[src/hdl/cartridge_rom_bank_mapper_unit_macros.svh]
// Assertion macros shared by the cartridge ROM bank mapper RTL.
`ifndef CARTRIDGE_ROM_BANK_MAPPER_UNIT_MACROS_SVH
`define CARTRIDGE_ROM_BANK_MAPPER_UNIT_MACROS_SVH

`ifndef SYNTHESIS
// Same-cycle implication, disabled while reset is asserted.
`define CBM_ASSERT_IMPL(label, clk, rst_n, ante, cons) \
    label: assert property (@(posedge clk) disable iff (!rst_n) (ante) |-> (cons)) \
        else $error("cbm implication check failed");
// Next-cycle implication, disabled while reset is asserted.
`define CBM_ASSERT_NEXT(label, clk, rst_n, ante, cons) \
    label: assert property (@(posedge clk) disable iff (!rst_n) (ante) |=> (cons)) \
        else $error("cbm next-cycle check failed");
`else
`define CBM_ASSERT_IMPL(label, clk, rst_n, ante, cons)
`define CBM_ASSERT_NEXT(label, clk, rst_n, ante, cons)
`endif

`endif

[src/hdl/cbm_pkg.sv]
// Types and constants of the cartridge ROM bank mapper.
package cbm_pkg;

    localparam int unsigned AddrW = 15;
    localparam int unsigned DataW = 8;
    localparam int unsigned BankW = 9;
    localparam int unsigned RomW  = 23;
    localparam int unsigned TypeW = 3;

    // Controller type codes.
    localparam logic [TypeW-1:0] CTRL_ROM_ONLY  = 3'd0;
    localparam logic [TypeW-1:0] CTRL_MBC1_16_8 = 3'd1;
    localparam logic [TypeW-1:0] CTRL_MBC1_4_32 = 3'd2;
    localparam logic [TypeW-1:0] CTRL_MBC2      = 3'd3;
    localparam logic [TypeW-1:0] CTRL_MBC3      = 3'd4;
    localparam logic [TypeW-1:0] CTRL_MBC5      = 3'd5;

    // Request kinds.
    localparam logic REQ_READ  = 1'b0;
    localparam logic REQ_WRITE = 1'b1;

    // Bank register value after reset.
    localparam logic [BankW-1:0] BANK_RESET = 9'd1;

    // One CPU bus access.
    typedef struct packed {
        logic             req_type;
        logic [AddrW-1:0] bus_address;
        logic [DataW-1:0] write_value;
    } access_t;

endpackage

[src/hdl/cartridge_rom_bank_mapper_unit.sv]
// Top level of the cartridge ROM bank mapper.
//
// The slave stream carries one CPU access to cartridge space per transfer:
// tuser is the request kind (read or write), tdata the bus address and the
// written byte. The master stream returns one transfer per access with the
// physical ROM byte address (zero for writes) and the bank after the access.
// The user writes the controller type through cfg_we and cfg_wdata only while
// idle; the block itself does not enforce it. An access is held in an input
// register, then mapped and applied to the bank register as it moves into an
// output register, when that is free or drains; the output register holds the
// result. Throughput is one access per cycle while the receiver does not stall;
// the bank register update sits between the input and output registers.
// Reset sets the controller type to ROM only and the bank register to one.
// When the receiver stalls, the output register holds its result, the input
// register still takes one more access, and then tready drops.
`include "cartridge_rom_bank_mapper_unit_macros.svh"

module cartridge_rom_bank_mapper_unit (
    input  logic        clk,
    input  logic        rst_n,
    input  logic        cfg_we,
    input  logic [2:0]  cfg_wdata,       // controller_type
    input  logic        s_tvalid,
    output logic        s_tready,
    input  logic [23:0] s_tdata,         // bus_address[14:0], write_value[22:15], zero
    input  logic        s_tuser,         // req_type
    output logic        m_tvalid,
    input  logic        m_tready,
    output logic [31:0] m_tdata          // rom_address[22:0], current_bank[31:23]
);

    logic                      in_valid_reg;
    logic                      in_valid_next;
    cbm_pkg::access_t          in_access_reg;
    logic                      out_valid_reg;
    logic                      out_valid_next;
    logic [cbm_pkg::RomW-1:0]  out_rom_reg;
    logic [cbm_pkg::BankW-1:0] out_bank_reg;
    logic                      advance;
    logic                      in_xfer;
    logic [cbm_pkg::BankW-1:0] bank;
    logic [cbm_pkg::BankW-1:0] bank_next;
    logic [cbm_pkg::RomW-1:0]  rom_address;

    // Handshake: the stage moves when the output register is free or drains.
    assign advance  = in_valid_reg && (!out_valid_reg || m_tready);
    assign s_tready = !in_valid_reg || advance;
    assign in_xfer  = s_tvalid && s_tready;

    assign in_valid_next  = in_xfer || (in_valid_reg && !advance);
    assign out_valid_next = advance || (out_valid_reg && !m_tready);

    // Bank and configuration state.
    cbm_bank_ctrl u_bank_ctrl (
        .clk       (clk),
        .rst_n     (rst_n),
        .cfg_we    (cfg_we),
        .cfg_wdata (cfg_wdata),
        .update    (advance),
        .access    (in_access_reg),
        .bank      (bank),
        .bank_next (bank_next)
    );

    // Address mapping with the bank as it stands before this access.
    cbm_addr_map u_addr_map (
        .access      (in_access_reg),
        .bank        (bank),
        .rom_address (rom_address)
    );

    // Control registers.
    always_ff @(posedge clk or negedge rst_n)
    begin
        if (!rst_n)
        begin
            in_valid_reg  <= 1'b0;
            out_valid_reg <= 1'b0;
        end
        else
        begin
            in_valid_reg  <= in_valid_next;
            out_valid_reg <= out_valid_next;
        end
    end

    // Payload registers.
    always_ff @(posedge clk)
    begin
        if (in_xfer)
        begin
            in_access_reg.req_type    <= s_tuser;
            in_access_reg.bus_address <= s_tdata[14:0];
            in_access_reg.write_value <= s_tdata[22:15];
        end
        if (advance)
        begin
            out_rom_reg  <= rom_address;
            out_bank_reg <= bank_next;
        end
    end

    assign m_tvalid = out_valid_reg;
    assign m_tdata  = {out_bank_reg, out_rom_reg};

    // A write returns a zero ROM address.
    `CBM_ASSERT_NEXT(a_write_zero_addr, clk, rst_n,
        advance && (in_access_reg.req_type == cbm_pkg::REQ_WRITE), m_tdata[22:0] == 23'd0)
    // A read of the fixed window maps straight through.
    `CBM_ASSERT_NEXT(a_fixed_window, clk, rst_n,
        advance && (in_access_reg.req_type == cbm_pkg::REQ_READ)
            && !in_access_reg.bus_address[14],
        (m_tdata[22:15] == 8'd0) && (m_tdata[14:0] == $past(in_access_reg.bus_address)))
    // The reported bank is the bank register after the access.
    `CBM_ASSERT_NEXT(a_bank_reported, clk, rst_n, advance, m_tdata[31:23] == bank)
    // The bank only changes when an access goes through the stage.
    `CBM_ASSERT_NEXT(a_bank_quiet, clk, rst_n, !advance, bank == $past(bank))

endmodule

[src/hdl/cbm_bank_ctrl.sv]
// Controller type register and ROM bank register with its write rules.
module cbm_bank_ctrl (
    input  logic                       clk,
    input  logic                       rst_n,
    input  logic                       cfg_we,
    input  logic [cbm_pkg::TypeW-1:0]  cfg_wdata,
    input  logic                       update,
    input  cbm_pkg::access_t           access,
    output logic [cbm_pkg::BankW-1:0]  bank,
    output logic [cbm_pkg::BankW-1:0]  bank_next
);

    logic [cbm_pkg::TypeW-1:0] ctrl_type_reg;
    logic [cbm_pkg::BankW-1:0] bank_reg;
    logic [cbm_pkg::BankW-1:0] write_bank;
    logic                      low_range;
    logic                      upper_range;
    logic                      mbc5_low;
    logic                      mbc5_high;
    logic [4:0]                field5;
    logic [3:0]                field4;
    logic [6:0]                field7;

    // Address decode of the control ranges.
    assign low_range   = (access.bus_address[14:13] == 2'b01);
    assign upper_range = (access.bus_address[14:13] == 2'b10);
    assign mbc5_low    = (access.bus_address[14:12] == 3'b010);
    assign mbc5_high   = (access.bus_address[14:12] == 3'b011);

    // Masked bank fields; a zero written to the low bank becomes one.
    assign field5 = (access.write_value[4:0] == 5'd0) ? 5'd1 : access.write_value[4:0];
    assign field4 = (access.write_value[3:0] == 4'd0) ? 4'd1 : access.write_value[3:0];
    assign field7 = (access.write_value[6:0] == 7'd0) ? 7'd1 : access.write_value[6:0];

    // Bank value that a write leaves, by controller type.
    always_comb
    begin
        write_bank = bank_reg;
        unique case (ctrl_type_reg)
            cbm_pkg::CTRL_MBC1_16_8, cbm_pkg::CTRL_MBC1_4_32:
            begin
                if (low_range)
                begin
                    write_bank = {1'b0, bank_reg[7:5], field5};
                end
                else if (upper_range && (ctrl_type_reg == cbm_pkg::CTRL_MBC1_16_8))
                begin
                    write_bank = {2'b00, access.write_value[1:0], bank_reg[4:0]};
                end
            end
            cbm_pkg::CTRL_MBC2:
            begin
                if (low_range)
                begin
                    write_bank = {5'd0, field4};
                end
            end
            cbm_pkg::CTRL_MBC3:
            begin
                if (low_range)
                begin
                    write_bank = {2'd0, field7};
                end
            end
            cbm_pkg::CTRL_MBC5:
            begin
                if (mbc5_low)
                begin
                    write_bank = {bank_reg[8], access.write_value};
                end
                else if (mbc5_high)
                begin
                    write_bank = {access.write_value[0], bank_reg[7:0]};
                end
            end
            default:
            begin
                write_bank = bank_reg;
            end
        endcase
    end

    // Only a write that goes through the stage changes the bank.
    assign bank_next = (update && (access.req_type == cbm_pkg::REQ_WRITE))
                       ? write_bank : bank_reg;

    // Configuration and bank registers.
    always_ff @(posedge clk or negedge rst_n)
    begin
        if (!rst_n)
        begin
            ctrl_type_reg <= cbm_pkg::CTRL_ROM_ONLY;
            bank_reg      <= cbm_pkg::BANK_RESET;
        end
        else
        begin
            if (cfg_we)
            begin
                ctrl_type_reg <= cfg_wdata;
            end
            bank_reg <= bank_next;
        end
    end

    assign bank = bank_reg;

endmodule

[src/hdl/cbm_addr_map.sv]
// Maps a CPU read address through the current bank to a ROM byte address.
module cbm_addr_map (
    input  cbm_pkg::access_t          access,
    input  logic [cbm_pkg::BankW-1:0] bank,
    output logic [cbm_pkg::RomW-1:0]  rom_address
);

    // Writes give zero; the upper window takes the bank as the high bits.
    always_comb
    begin
        priority if (access.req_type == cbm_pkg::REQ_WRITE)
        begin
            rom_address = '0;
        end
        else if (access.bus_address[14])
        begin
            rom_address = {bank, access.bus_address[13:0]};
        end
        else
        begin
            rom_address = {8'd0, access.bus_address};
        end
    end

endmodule

[config.mk]
export PLATFORM = sky130hd
export DESIGN_NAME = cartridge_rom_bank_mapper_unit
export DESIGN_NICKNAME = d
export VERILOG_FILES = /design/src/hdl/cbm_pkg.sv /design/src/hdl/cartridge_rom_bank_mapper_unit.sv /design/src/hdl/cbm_bank_ctrl.sv /design/src/hdl/cbm_addr_map.sv
export VERILOG_INCLUDE_DIRS = /design/src /design/src/hdl
export SDC_FILE = /design/constraint.sdc
export NUM_CORES = 1
export LEC_CHECK = 0
export BUFFER_PORTS_ARGS = -buffer_cell sky130_fd_sc_hd__buf_2
export CAP_MARGIN = 20
export CORE_MARGIN = 3
export CORE_UTILIZATION = 45
export DETAILED_ROUTE_END_ITERATION = 8
export PLACE_DENSITY = 0.77
export SYNTH_ARGS = -nofsm -noshare
export SYNTH_HDL_FRONTEND = slang
export SYNTH_SLANG_ARGS = --single-unit
export TNS_END_PERCENT = 5
[constraint.sdc]
create_clock -name clk -period 4.3 [get_ports clk]
set_clock_uncertainty 0.05 [all_clocks]
set_input_delay 0.43 -clock clk [delete_from_list [all_inputs] [get_ports clk]]
set_output_delay 0.43 -clock clk [all_outputs]
set_load 0.02 [all_outputs]
* Yosys cells after proc, flatten, opt, wreduce, memory -nomap -nowiden
Cells that the tools add are included.
** Storage, ports and cells
- Register bits :: 70
- Input port bits :: 33
- Output and inout port bits :: 34
- Word-level logic and storage cells :: 50
** Cells by class
- Equal/unequal tests :: 9
- Muxes and demuxes :: 11
- Bitwise logic cells :: 1
- Reduce and logical (&&, ||, !) cells :: 19
** Operator list (count)
- 9-bit 2-to-1 mux :: 7
- 9-bit one-hot mux with 4 select lines :: 1
- 3-bit by 2-bit equality test with 1-bit output (second input constant) :: 4
- 7-bit logical NOT :: 1
- 7-bit 2-to-1 mux :: 1
- 3-bit equality test (second input constant) :: 2
- 1-bit logical AND :: 6
- 5-bit logical NOT :: 1
- 5-bit 2-to-1 mux :: 1
- 1-bit logical NOT :: 4
- 4-bit logical NOT :: 1
- 1-bit logical OR :: 4
- 4-bit 2-to-1 mux :: 1
- 2-bit OR reduction :: 2
- 3-bit by 1-bit equality test with 1-bit output (second input constant) :: 1
- 2-bit by 1-bit equality test with 1-bit output (second input constant) :: 1
- 2-bit equality test (second input constant) :: 1
- 1-bit NOT :: 1

* Depth between registers and ports, before layout
Gate-level depths: netlist (run 1).
- Depth after elaboration :: 6
- Gate-level depth with buffers :: 6
- Mapped depth without buffers :: 5

* Modules after synthesis
Synthesis (run 1) repeated with hierarchy kept, for this count alone.
** Unflattened totals
- Cell total of the unflattened synthesis :: 175
- Area total of the unflattened synthesis :: 2775.2 um^2
** By module, submodules not included
- cartridge_rom_bank_mapper_unit :: instances 1, cells an instance 64, area each 1785.5 um^2, sequential area each 1731.7 um^2
- cbm_bank_ctrl :: instances 1, cells an instance 86, area each 807.0 um^2, sequential area each 301.5 um^2
- cbm_addr_map :: instances 1, cells an instance 25, area each 182.7 um^2, sequential area each 0.0 um^2

* Least setup slack after synthesis (run 1)
No wires, ideal clock.
- Path type :: register to register
- From :: register out_valid_reg (netlist: m_tvalid)
- To :: register out_bank_reg[0] in the netlist's numbering (enable)
- Setup time :: 392 ps
- Arrival time :: 1434 ps
- Data required time :: 3858 ps
- Slack :: 2424 ps
- Stages on the path, launching flop included :: 3
- Path buffers :: 0
- Period minus slack after synthesis :: 1876 ps
- Cell sequence :: dfrtp_1 nand2b_1 and2_1
** Between the ends
- Cells in the longest elaborated chain, start to end :: 3
** RTL lines
- from (decl) :: line cartridge_rom_bank_mapper_unit.sv:35 : logic out_valid_reg;
- from (signal assigned) :: line cartridge_rom_bank_mapper_unit.sv:83 : out_valid_reg <= out_valid_next;
- 1-bit logical NOT :: line cartridge_rom_bank_mapper_unit.sv:46 : assign advance = in_valid_reg && (!out_valid_reg || m_tready);
- 1-bit logical OR :: line cartridge_rom_bank_mapper_unit.sv:46
- 1-bit logical AND :: line cartridge_rom_bank_mapper_unit.sv:46
- net advance :: line cartridge_rom_bank_mapper_unit.sv:39 : logic advance;
- to (signal assigned) :: line cartridge_rom_bank_mapper_unit.sv:99 : out_bank_reg <= bank_next;
- to (decl) :: line cartridge_rom_bank_mapper_unit.sv:38 : logic [cbm_pkg::BankW-1:0] out_bank_reg;
The timed path passes the listed nets, and every way through them passes these cells.
A chain may end at the register's enable or synchronous reset.

* Worst setup path in the final report (run 1)
- From :: register in_access_reg[23] in the netlist's numbering
- To :: register out_bank_reg[7] in the netlist's numbering, data pin
** Between the ends
- Cells in the longest elaborated chain, start to end :: 2
** RTL lines
- from (decl) :: line cartridge_rom_bank_mapper_unit.sv:34 : cbm_pkg::access_t in_access_reg;
- 1-bit logical AND :: line cbm_bank_ctrl.sv:84 : assign bank_next = (update && (access.req_type == cbm_pkg::REQ_WRITE))
- 9-bit 2-to-1 mux :: line cbm_bank_ctrl.sv:85 : ? write_bank : bank_reg;
- net bank_next (one bit) :: line cartridge_rom_bank_mapper_unit.sv:42 : logic [cbm_pkg::BankW-1:0] bank_next;
The timed path passes the listed nets, and every way through them passes these cells.

==> results of run 1 <==
-- area by class of cell --
type,instances,area (sq um)
inverters,3,11.26
well taps,72,90.09
clock buffers,11,131.4
flip-flops and latches,70,2033
repair buffers,68,370.4
fillers,458,2359
multi-input cells,101,664.4
clock inverters,5,50.05
-- through the flow --
step	cell area, sq um	hold slack (ns)	total power, mW	instances	utilization, %
after global placement	3132	0.2898	1.046	312	54.85
after global routing	3351	0.1844	1.601	330	58.69
after floorplan	2741	0.08441	0.9844	180	-
final	3351	0.2116	1.521	330	58.69
after CTS	3323	0.1965	1.536	329	58.21
after detailed placement	3132	0.2975	1.054	312	54.85
-- report_power, final --
group / leakage (nW) / switching [mW] / internal, mW / total (mW)
Clock: 0.0884 / 0.217 / 0.263 / 0.480
Combinational: 0.512 / 0.110 / 0.0745 / 0.185
Sequential: 0.719 / 0.0404 / 0.815 / 0.855
Total: 1.32 / 0.368 / 1.15 / 1.52
-- path summary, 6_finish.rpt --
path / from / endpoint / slack (ns) / cells past startpoint
setup / recovery: in_access_reg[23] / out_bank_reg[7] / 2.22 / 4
hold / removal: s_tdata[2] / in_access_reg[10] / 0.21 / 1
setup reg to reg: in_access_reg[23] / out_bank_reg[7] / 2.22 / 4
hold reg to reg: in_access_reg[7] / u_bank_ctrl.bank[7] / 0.45 / 1
max in group asynchronous: rst_n / u_bank_ctrl.bank[0] / 3.44 / 2
min in group asynchronous: rst_n / u_bank_ctrl.bank[8] / 0.47 / 2
-- per-layer routing --
layer | routed length [um] | GRT usage, % | part of all wire [%]
met3 | 313 | 5.232 | 6.4
met1 | 2068 | 19.24 | 42
met2 | 2406 | 23.31 | 49
met4 | 126 | 8.187 | 2.6
met5 | 0 | 0 | 0
-- cell families (layout without fill, tap and decap cells) --
logic type,count (synthesis),after routing,share of synthesized area [%]
fa+ha+maj,1,1,0.3651
buf+inv,9,87,1.597
xor+xnor,1,1,0.3195
compound gates,35,35,8.900
flops,70,70,74.17
simple gates,61,61,13.42
mux,3,3,1.232
-- placed cells by master, fill, tap and decap left out, types with 2 or more instances in the layout --
cell type / count
and2_1: 11
nor3_1: 3
mux2_2: 3
nand2b_1: 8
nor2_1: 9
buf_2: 65
clkbuf_8: 9
nand3_1: 2
o211ai_1: 2
edfxtp_1: 56
a22oi_1: 3
dfrtp_1: 13
nor2b_1: 15
a22o_1: 4
clkbuf_1: 2
inv_1: 3
o21ai_1: 2
a31oi_1: 2
nand2_1: 4
o2bb2ai_1: 2
o21ai_0: 4
or4_4: 2
a21oi_1: 8
clkinv_1: 2
-- timing repair --
| item | CTS | global route |
|---|---|---|
| hold buffers | 1 | 0 |
| endpoints found under the hold margin | 13 | 0 |
| buffers inserted | 0 | 0 |
-- critical path: cells and delay by family (launching register included) --
family | cells | cell delay [ns]
simple gates | 1 | 0.20
compound gates | 3 | 0.91
flops | 1 | 0.68
==> flow_metrics.env, run 1 <==
export IMPL_drtPass1Iterations=4
export IMPL_grt_usage_pct=15.32
export IMPL_worstPathMaxFanout=16
export IMPL_synth_most_common_cell="edfxtp_1"
export IMPL_final_antenna_net_count=0
export IMPL_nets=286
export IMPL_htree_levels=3
export IMPL_routed_wl_um=4914
export IMPL_p_leak_nw=1.320
export IMPL_yosysTopAreaCell="edfxtp_1"
export IMPL_rsz0062_at_grt="no"
export IMPL_cts_sinks=70
export IMPL_hold_class="input pin to flip-flop"
export IMPL_syn_nets=213
export IMPL_final_max_slew_viol_count=0
export IMPL_gr_total_overflow=0
export IMPL_cts_tree="built"
export IMPL_drive_above_1_share_pct=34.88
export IMPL_post_cts_resized=0
export IMPL_ys_ff_latch=70
export IMPL_synth_ff_type="edfxtp_1"
export IMPL_wire_per_inst_um=14.89
export IMPL_vias_per_cell=5.097
export IMPL_setup_worst_path_end_class="flip-flop"
export IMPL_clock_latency_ns=0.34
export IMPL_cts_root_buf="clkbuf_8"
export IMPL_num_vias=1682
export IMPL_clockBufferDepth=2
export IMPL_largest_reg_flops=24
export IMPL_synth_cell_types=41
export IMPL_slowest_delay_ns=0.68
export IMPL_drc_errors=0
export IMPL_setup_viol=0
export IMPL_critPathLaunchType="flip-flop"
export IMPL_grt_max_degree=33
export IMPL_power_density_nw_per_um2=453.8
export IMPL_synthTopCellsByArea="edfxtp_1, dfrtp_1, nor2b_1, and2_1, nand2b_1"
export IMPL_syn_area_per_cell_sq_um=15.23
export IMPL_place_gp_congestion=0.8428
export IMPL_fin_tns_setup_ns=0
export IMPL_cts_clk_slew_worst_paths_ns=0.07
export IMPL_final_hold_viol_count=0
export IMPL_antenna_found_initial=0
export IMPL_start_util_pct=48.02
export IMPL_status="finished clean"
export IMPL_die_w_um=84.05
export IMPL_grt_first_pass_wirelength_um=8148
export IMPL_die_h_um=84.05
export IMPL_syn_instance_count=180
export IMPL_diodes=0
export IMPL_async_flop_share_pct=20.00
export IMPL_area_growth_pct=22.23
export IMPL_worst_ir_drop_vdd_mv=0.2187
export IMPL_slew_limit_headroom_pct=57.99
export IMPL_drtIter0Drc=107
export IMPL_core_area_sq_um=5709
export IMPL_yosysWarnings=0
export IMPL_fin_crit_ns=2.082
export IMPL_cp_cell_sequence="a21boi_2, nand3_1, a2111o_1, a22o_1"
export IMPL_cp_required_ns=4.33
export IMPL_synth_seq_area_share_pct=74.17
export IMPL_io_pins=67
export IMPL_critPathKind="flip-flop to flip-flop"
export IMPL_synth_edf_count=56
export IMPL_place_ws_ns=2.200
export IMPL_fin_ws_ns=2.218
export IMPL_crit_path_top_delay_cell="edfxtp_1"
export IMPL_portBuffers=65
export IMPL_worst_pin_slew_ns=0.6288
export IMPL_cts_made_buffers=9
export IMPL_grt_pass1_vias=1653
export IMPL_row_count=27
export IMPL_synthTopCellsByCount="edfxtp_1, nor2b_1, dfrtp_1, and2_1, nor2_1"
export IMPL_fmax_ghz=0.4803
export IMPL_finalCritPeriodShare_pct=48.42
export IMPL_syn_area_sq_um=2741
export IMPL_dieArea_sq_um=7064
export IMPL_synth_top_area_share_pct=61.34
export IMPL_cp_arrival_ns=2.11
export IMPL_maxCapViolations=0
export IMPL_place_hpwl_um=3518
Note: power is estimated with default switching activity, not from simulation.
==> inputs of run 2 (changes only) <==
- ABC_AREA: not set -> 1
- clock period: 4.3 -> 2 ns (I/O delays scaled with it)
==> run 2 against run 1 <==
Register-to-register slack worse by 1.8 ns. Power is 130% higher. Routed wire length is 19% higher. Sequential share of layout area is 6.7 points lower. Critical path type unchanged. Highest routed layer unchanged.
==> flow_metrics.env, run 2 <==
export IMPL_status="finished clean"
export IMPL_synth_most_common_cell="edfxtp_1"
export IMPL_wire_per_inst_um=13.44
export IMPL_largest_reg_flops=24
export IMPL_place_ws_ns=0.4346
export IMPL_yosysTopAreaCell="edfxtp_1"
export IMPL_setup_viol=0
export IMPL_cp_endpoint="out_bank_reg[6]"
export IMPL_grt_max_degree=33
export IMPL_row_count=28
export IMPL_grt_first_pass_wirelength_um=9632
export IMPL_gr_total_overflow=0
export IMPL_synthTopCellsByCount="edfxtp_1, nand2_1, nor2_1, inv_1, dfrtp_1"
export IMPL_vias_per_cell=4.556
export IMPL_timing_hold_ws_ns=0.01486
export IMPL_htree_levels=3
export IMPL_diodes=0
export IMPL_core_area_sq_um=6026
export IMPL_area_growth_pct=32.05
export IMPL_drc_errors=0
export IMPL_dpl_instance_area_sq_um=3301
export IMPL_drtPass1Iterations=4
export IMPL_die_h_um=85.59
export IMPL_fin_ws_ns=0.3938
export IMPL_syn_area_sq_um=2850
export IMPL_syn_instance_count=252
export IMPL_synth_cell_types=24
export IMPL_cp_startpoint="in_access_reg[22]"
export IMPL_worst_ir_drop_vdd_mv=0.5916
export IMPL_synth_seq_area_share_pct=71.33
export IMPL_place_gp_congestion=0.8545
export IMPL_synth_ff_type="edfxtp_1"
export IMPL_yosysWarnings=0
export IMPL_start_util_pct=47.30
export IMPL_synth_edf_count=56
export IMPL_p_leak_nw=1.734
export IMPL_drtIter0Drc=86
export IMPL_clockBufferDepth=2
export IMPL_finalCritPeriodShare_pct=80.31
export IMPL_cts_tree="built"
export IMPL_cts_clk_slew_worst_paths_ns=0.07
export IMPL_critPathLaunchType="flip-flop"
export IMPL_power_density_nw_per_um2=940.3
export IMPL_syn_area_per_cell_sq_um=11.31
export IMPL_grt_pass1_vias=2061
export IMPL_cp_required_ns=2.03
export IMPL_final_cell_mix="buf_2, edfxtp_1, nand2_1"
export IMPL_rr_endpoint="out_bank_reg[6]"
export IMPL_setup_worst_path_end_class="flip-flop"
export IMPL_antenna_found_initial=0
export IMPL_syn_nets=285
export IMPL_maxCapViolations=0
export IMPL_reg2regPathDepth=8
export IMPL_nets=388
export IMPL_die_w_um=85.59
export IMPL_synthTopCellsByArea="edfxtp_1, dfrtp_1, nand2_1, nor2_1, inv_1"
export IMPL_finalPower_mw=3.539
export IMPL_slew_limit_headroom_pct=73.06
export IMPL_critPathKind="flip-flop to flip-flop"
export IMPL_ys_ff_latch=70
export IMPL_r2r_start="in_access_reg[22]"
export IMPL_final_antenna_net_count=0
export IMPL_place_hpwl_um=3775
export IMPL_fin_tns_setup_ns=0
export IMPL_reg2reg_slack_ns=0.39
export IMPL_rsz0062_at_grt="no"
export IMPL_final_max_slew_viol_count=0
export IMPL_clock_latency_ns=0.34
export IMPL_routed_wl_um=5848
export IMPL_worst_pin_slew_ns=0.4031
export IMPL_synth_top_area_share_pct=59.00
export IMPL_layout_commonest_cell="buf_2"
export IMPL_fin_area_sq_um=3764
export IMPL_hold_class="input pin to flip-flop"
export IMPL_cts_made_buffers=9
export IMPL_drive_above_1_share_pct=28.89
export IMPL_cts_root_buf="clkbuf_8"
export IMPL_async_flop_share_pct=20.00
export IMPL_final_hold_viol_count=0
export IMPL_io_pins=67
export IMPL_worstPathMaxFanout=4
export IMPL_fin_crit_ns=1.606
export IMPL_cts_sinks=70
export IMPL_dieArea_sq_um=7325
export IMPL_num_vias=1982
export IMPL_grt_usage_pct=17.40
export IMPL_portBuffers=65
export IMPL_fmax_ghz=0.6226
export IMPL_cp_arrival_ns=1.64
export IMPL_post_cts_resized=0
run 2: cell count changes after synthesis, moves of 6 or more:
cell and delta:
a21oi_1 -7, and2_1 -11, inv_1 +33, nand2_1 +50, nand2_2 +6, nand2b_1 -8
nand3_1 +7, nor2_1 +36, nor2b_1 -15
run 2: metal layers:
metal  vias up  share of wire (%)  global-route usage (%)
met4         0                3.2                   9.496
met1       894                 38                   19.49
met3        14                6.4                   3.650
met5         -                  0                       0
met2        63                 52                   30.86
li1       1011                  -                       -
run 2: repair_timing:
item | CTS | global route
hold buffers | 25 | 0
endpoints found under the hold margin | 38 | 0
setup buffers | 0 | 0
run 2: worst min path at each step:
stage / start / end / slack (ns) / cells after the start
after floorplan: rst_n / in_valid_reg / -0.15 / 0
after global placement: rst_n / m_tvalid / 0.06 / 1
after detailed placement: rst_n / in_valid_reg / 0.07 / 1
after CTS: s_tvalid / in_valid_reg / 0.01 / 3
after global routing: s_tvalid / in_valid_reg / 0.02 / 3
final: s_tvalid / in_valid_reg / 0.01 / 3
run 2: cell type report:
class	instances	area, sq um
repair buffers	93	610.6
multi-input cells	140	651.9
inverters	41	161.4
well taps	75	93.84
flip-flops and latches	70	2033
clock buffers	9	123.9
fillers	527	2262
clock inverters	7	88.84
run 2: logic make-up after synthesis:
family / Yosys count / synth area share, %
AO/OA/AOI/OAI: 13 / 2.370
buffers and inverters: 42 / 5.794
flip-flops: 70 / 71.33
AND/OR/NAND/NOR: 127 / 20.50
run 2: critical path, stage by stage (launching register included):
cell      delay (ns)
edfxtp_1        0.45
nor2_4          0.19
nand2_2         0.10
nand2_2         0.09
nand2_1         0.07
nor2_1          0.09
nand3_1         0.14
nand2_1         0.09
nand2_1         0.07
run 2: through the flow:
step	cells	utilization (%)
5_1_grt	435	62.46
3_3_place_gp	394	54.78
3_5_place_dp	394	54.78
4_1_cts	435	62.46
2_1_floorplan	252	-
6_report	435	62.46
run 2: where the power goes:
part	switching, mW	internal, mW	leakage, nW
clock network	0.528	0.693	0.104
registers	0.0597	1.75	0.722
logic	0.328	0.182	0.908
total	0.916	2.62	1.73
==> inputs of run 3 (changes only) <==
- ABC_AREA: 1 -> 0
- PLACE_DENSITY: 0.77 -> 0.8
- clock period: 2 -> 1.3 ns (I/O delays scaled with it)
==> run 3 against run 2 <==
The run now ends with setup timing left. Global-route usage is 0.30 points higher. Fmax is 10% lower. First-iteration DRC count is 4.7% lower. Critical endpoint is now out_bank_reg[3]. Power is 62% higher. Largest cell class unchanged. Largest power group unchanged. Worst hold slack better by 0.014 ns. Sequential share of layout area is 4.1 points lower. Non-clock buffer count is 41 higher.
==> flow_metrics.env, run 3 (synthesis results as in run 1) <==
export IMPL_cts_root_buf="clkbuf_8"
export IMPL_cts_made_buffers=9
export IMPL_fin_crit_ns=1.787
export IMPL_multi_input_area_sq_um=733.2
export IMPL_dp_cells=348
export IMPL_slew_limit_headroom_pct=77.60
export IMPL_met2_length_um=2956
export IMPL_fin_area_sq_um=4078
export IMPL_fmax_ghz=0.5594
export IMPL_finalCritPeriodShare_pct=137.5
export IMPL_drtIter0Drc=82
export IMPL_num_vias=1932
export IMPL_power_density_nw_per_um2=1409
export IMPL_antenna_found_initial=0
export IMPL_gr_total_overflow=0
export IMPL_final_hold_viol_count=0
export IMPL_row_count=27
export IMPL_drc_errors=0
export IMPL_p_leak_nw=1.696
export IMPL_dieArea_sq_um=7064
export IMPL_core_area_sq_um=5709
export IMPL_dr_wl_met3_um=304
export IMPL_wire_per_inst_um=14.43
export IMPL_final_max_slew_viol_count=0
export IMPL_die_h_um=84.05
export IMPL_setup_viol=43
export IMPL_layout_commonest_cell="buf_2"
export IMPL_diodes=0
export IMPL_fin_tns_setup_ns=-7.878
export IMPL_reg2reg_slack_ns=-0.49
export IMPL_largest_reg_flops=24
export IMPL_cp_cell_sequence="or4_4, o21ai_2, a21oi_2, a22o_1"
export IMPL_area_growth_pct=48.74
export IMPL_worst_pin_slew_ns=0.3360
export IMPL_dpl_instance_area_sq_um=3472
export IMPL_grt_pass1_vias=1977
export IMPL_rsz0062_at_grt="yes"
export IMPL_die_w_um=84.05
export IMPL_cp_required_ns=1.34
export IMPL_wl_met1_um=2341
export IMPL_place_hpwl_um=4014
export IMPL_maxCapViolations=0
export IMPL_routed_wl_um=5715
export IMPL_start_util_pct=48.02
export IMPL_clock_latency_ns=0.34
export IMPL_dr_max_layer_used="met4"
export IMPL_io_pins=67
export IMPL_place_gp_congestion=0.8224
export IMPL_instances_no_fill=396
export IMPL_cp_arrival_ns=1.82
export IMPL_grt_max_degree=25
export IMPL_portBuffers=65
export IMPL_fillers=390
export IMPL_grt_usage_pct=17.71
export IMPL_htree_levels=3
export IMPL_regArea_sq_um=2036
export IMPL_worst_ir_drop_vdd_mv=0.8267
export IMPL_final_cell_mix="buf_2, edfxtp_1, buf_4"
export IMPL_drtPass1Iterations=4
export IMPL_cts_clk_slew_worst_paths_ns=0.07
export IMPL_fin_util_pct=71.42
export IMPL_status="finished, violations left"
export IMPL_grt_first_pass_wirelength_um=9439
export IMPL_final_antenna_net_count=0
export IMPL_slowest_delay_ns=0.56
export IMPL_critPathKind="flip-flop to flip-flop"
export IMPL_vias_per_cell=4.879
export IMPL_critPathLaunchType="flip-flop"
export IMPL_cts_sinks=70
export IMPL_setup_worst_path_end_class="flip-flop"
export IMPL_violations="setup timing"
export IMPL_worstPathMaxFanout=7
export IMPL_fin_ws_ns=-0.4875
export IMPL_nets=352
export IMPL_clockBufferDepth=2
export IMPL_crit_path_top_delay_cell="or4_4"
export IMPL_cts_tree="built"
export IMPL_drive_above_1_share_pct=45.06
export IMPL_hold_class="input pin to flip-flop"
[run 3: changes by cell type in the layout (fill, tap and decap cells not counted), moves of 5 or more]
cell	before	now
nor2_1	45	9
buf_4	2	32
inv_1	36	3
nand3_1	9	2
and2_4	0	6
nand2_1	54	4
and2_1	0	5
nand2b_1	0	6
nand2_2	6	0
a21oi_1	1	6
nor2b_1	0	15
buf_6	0	5
o21ai_0	9	4
[run 3: worst paths after layout]
| check | cells after the start | start | endpoint |
|---|---|---|---|
| min | 2 | cfg_we | u_bank_ctrl.ctrl_type_reg[1] |
| max reg2reg | 4 | u_bank_ctrl.ctrl_type_reg[0] | out_bank_reg[3] |
| min in group asynchronous | 2 | rst_n | u_bank_ctrl.ctrl_type_reg[2] |
| min reg2reg | 1 | in_access_reg[7] | u_bank_ctrl.bank[7] |
| max | 4 | u_bank_ctrl.ctrl_type_reg[0] | out_bank_reg[3] |
| max in group asynchronous | 2 | rst_n | u_bank_ctrl.bank[0] |
[run 3: final cells by class]
class                           instances  area share (%)
Inverter                                3          0.2762
Clock inverter                          7           2.731
Clock buffer                            9           3.038
Sequential cell                        70           49.92
Tap cell                               72           2.209
Multi-Input combinational cell        101           17.98
Timing Repair Buffer                  134           23.84
[run 3: repair_timing]
action	in CTS	in global routing
resized for setup	7	10
hold buffers	29	0
setup buffers	1	2
pin swaps	5	7
endpoints found under the hold margin	42	0
endpoints found under the setup margin	43	71
[run 3: per-stage QoR]
| stage | total power [mW] | hold slack [ns] | worst slack (ns) |
|---|---|---|---|
| 5_1_grt | 6.011 | 0.02365 | -0.5538 |
| 4_1_cts | 5.767 | 0.01736 | -0.4456 |
| 6_report | 5.745 | 0.02850 | -0.4875 |
| 3_5_place_dp | 3.653 | 0.0005604 | -0.5056 |
| 2_1_floorplan | 3.272 | -0.2156 | -0.3573 |
| 3_3_place_gp | 3.635 | -0.008464 | -0.4792 |
[run 3: worst max-delay path: cells and delay by family, from the launching register on]
family | cells | cell delay (ns)
AND/OR/NAND/NOR | 1 | 0.56
flip-flops | 1 | 0.46
AO/OA/AOI/OAI | 3 | 0.46
[run 3: metal layers]
layer,global-route usage (%),vias up
li1,-,957
met1,20.76,901
met2,30.42,65
met3,4.541,9
met4,7.895,0
met5,0,-
[run 3: power breakdown]
group	internal [mW]	switching [mW]	total [mW]
registers	2.70	0.103	2.80
clock network	1.26	0.776	2.04
logic	0.447	0.460	0.907
total	4.41	1.34	5.75
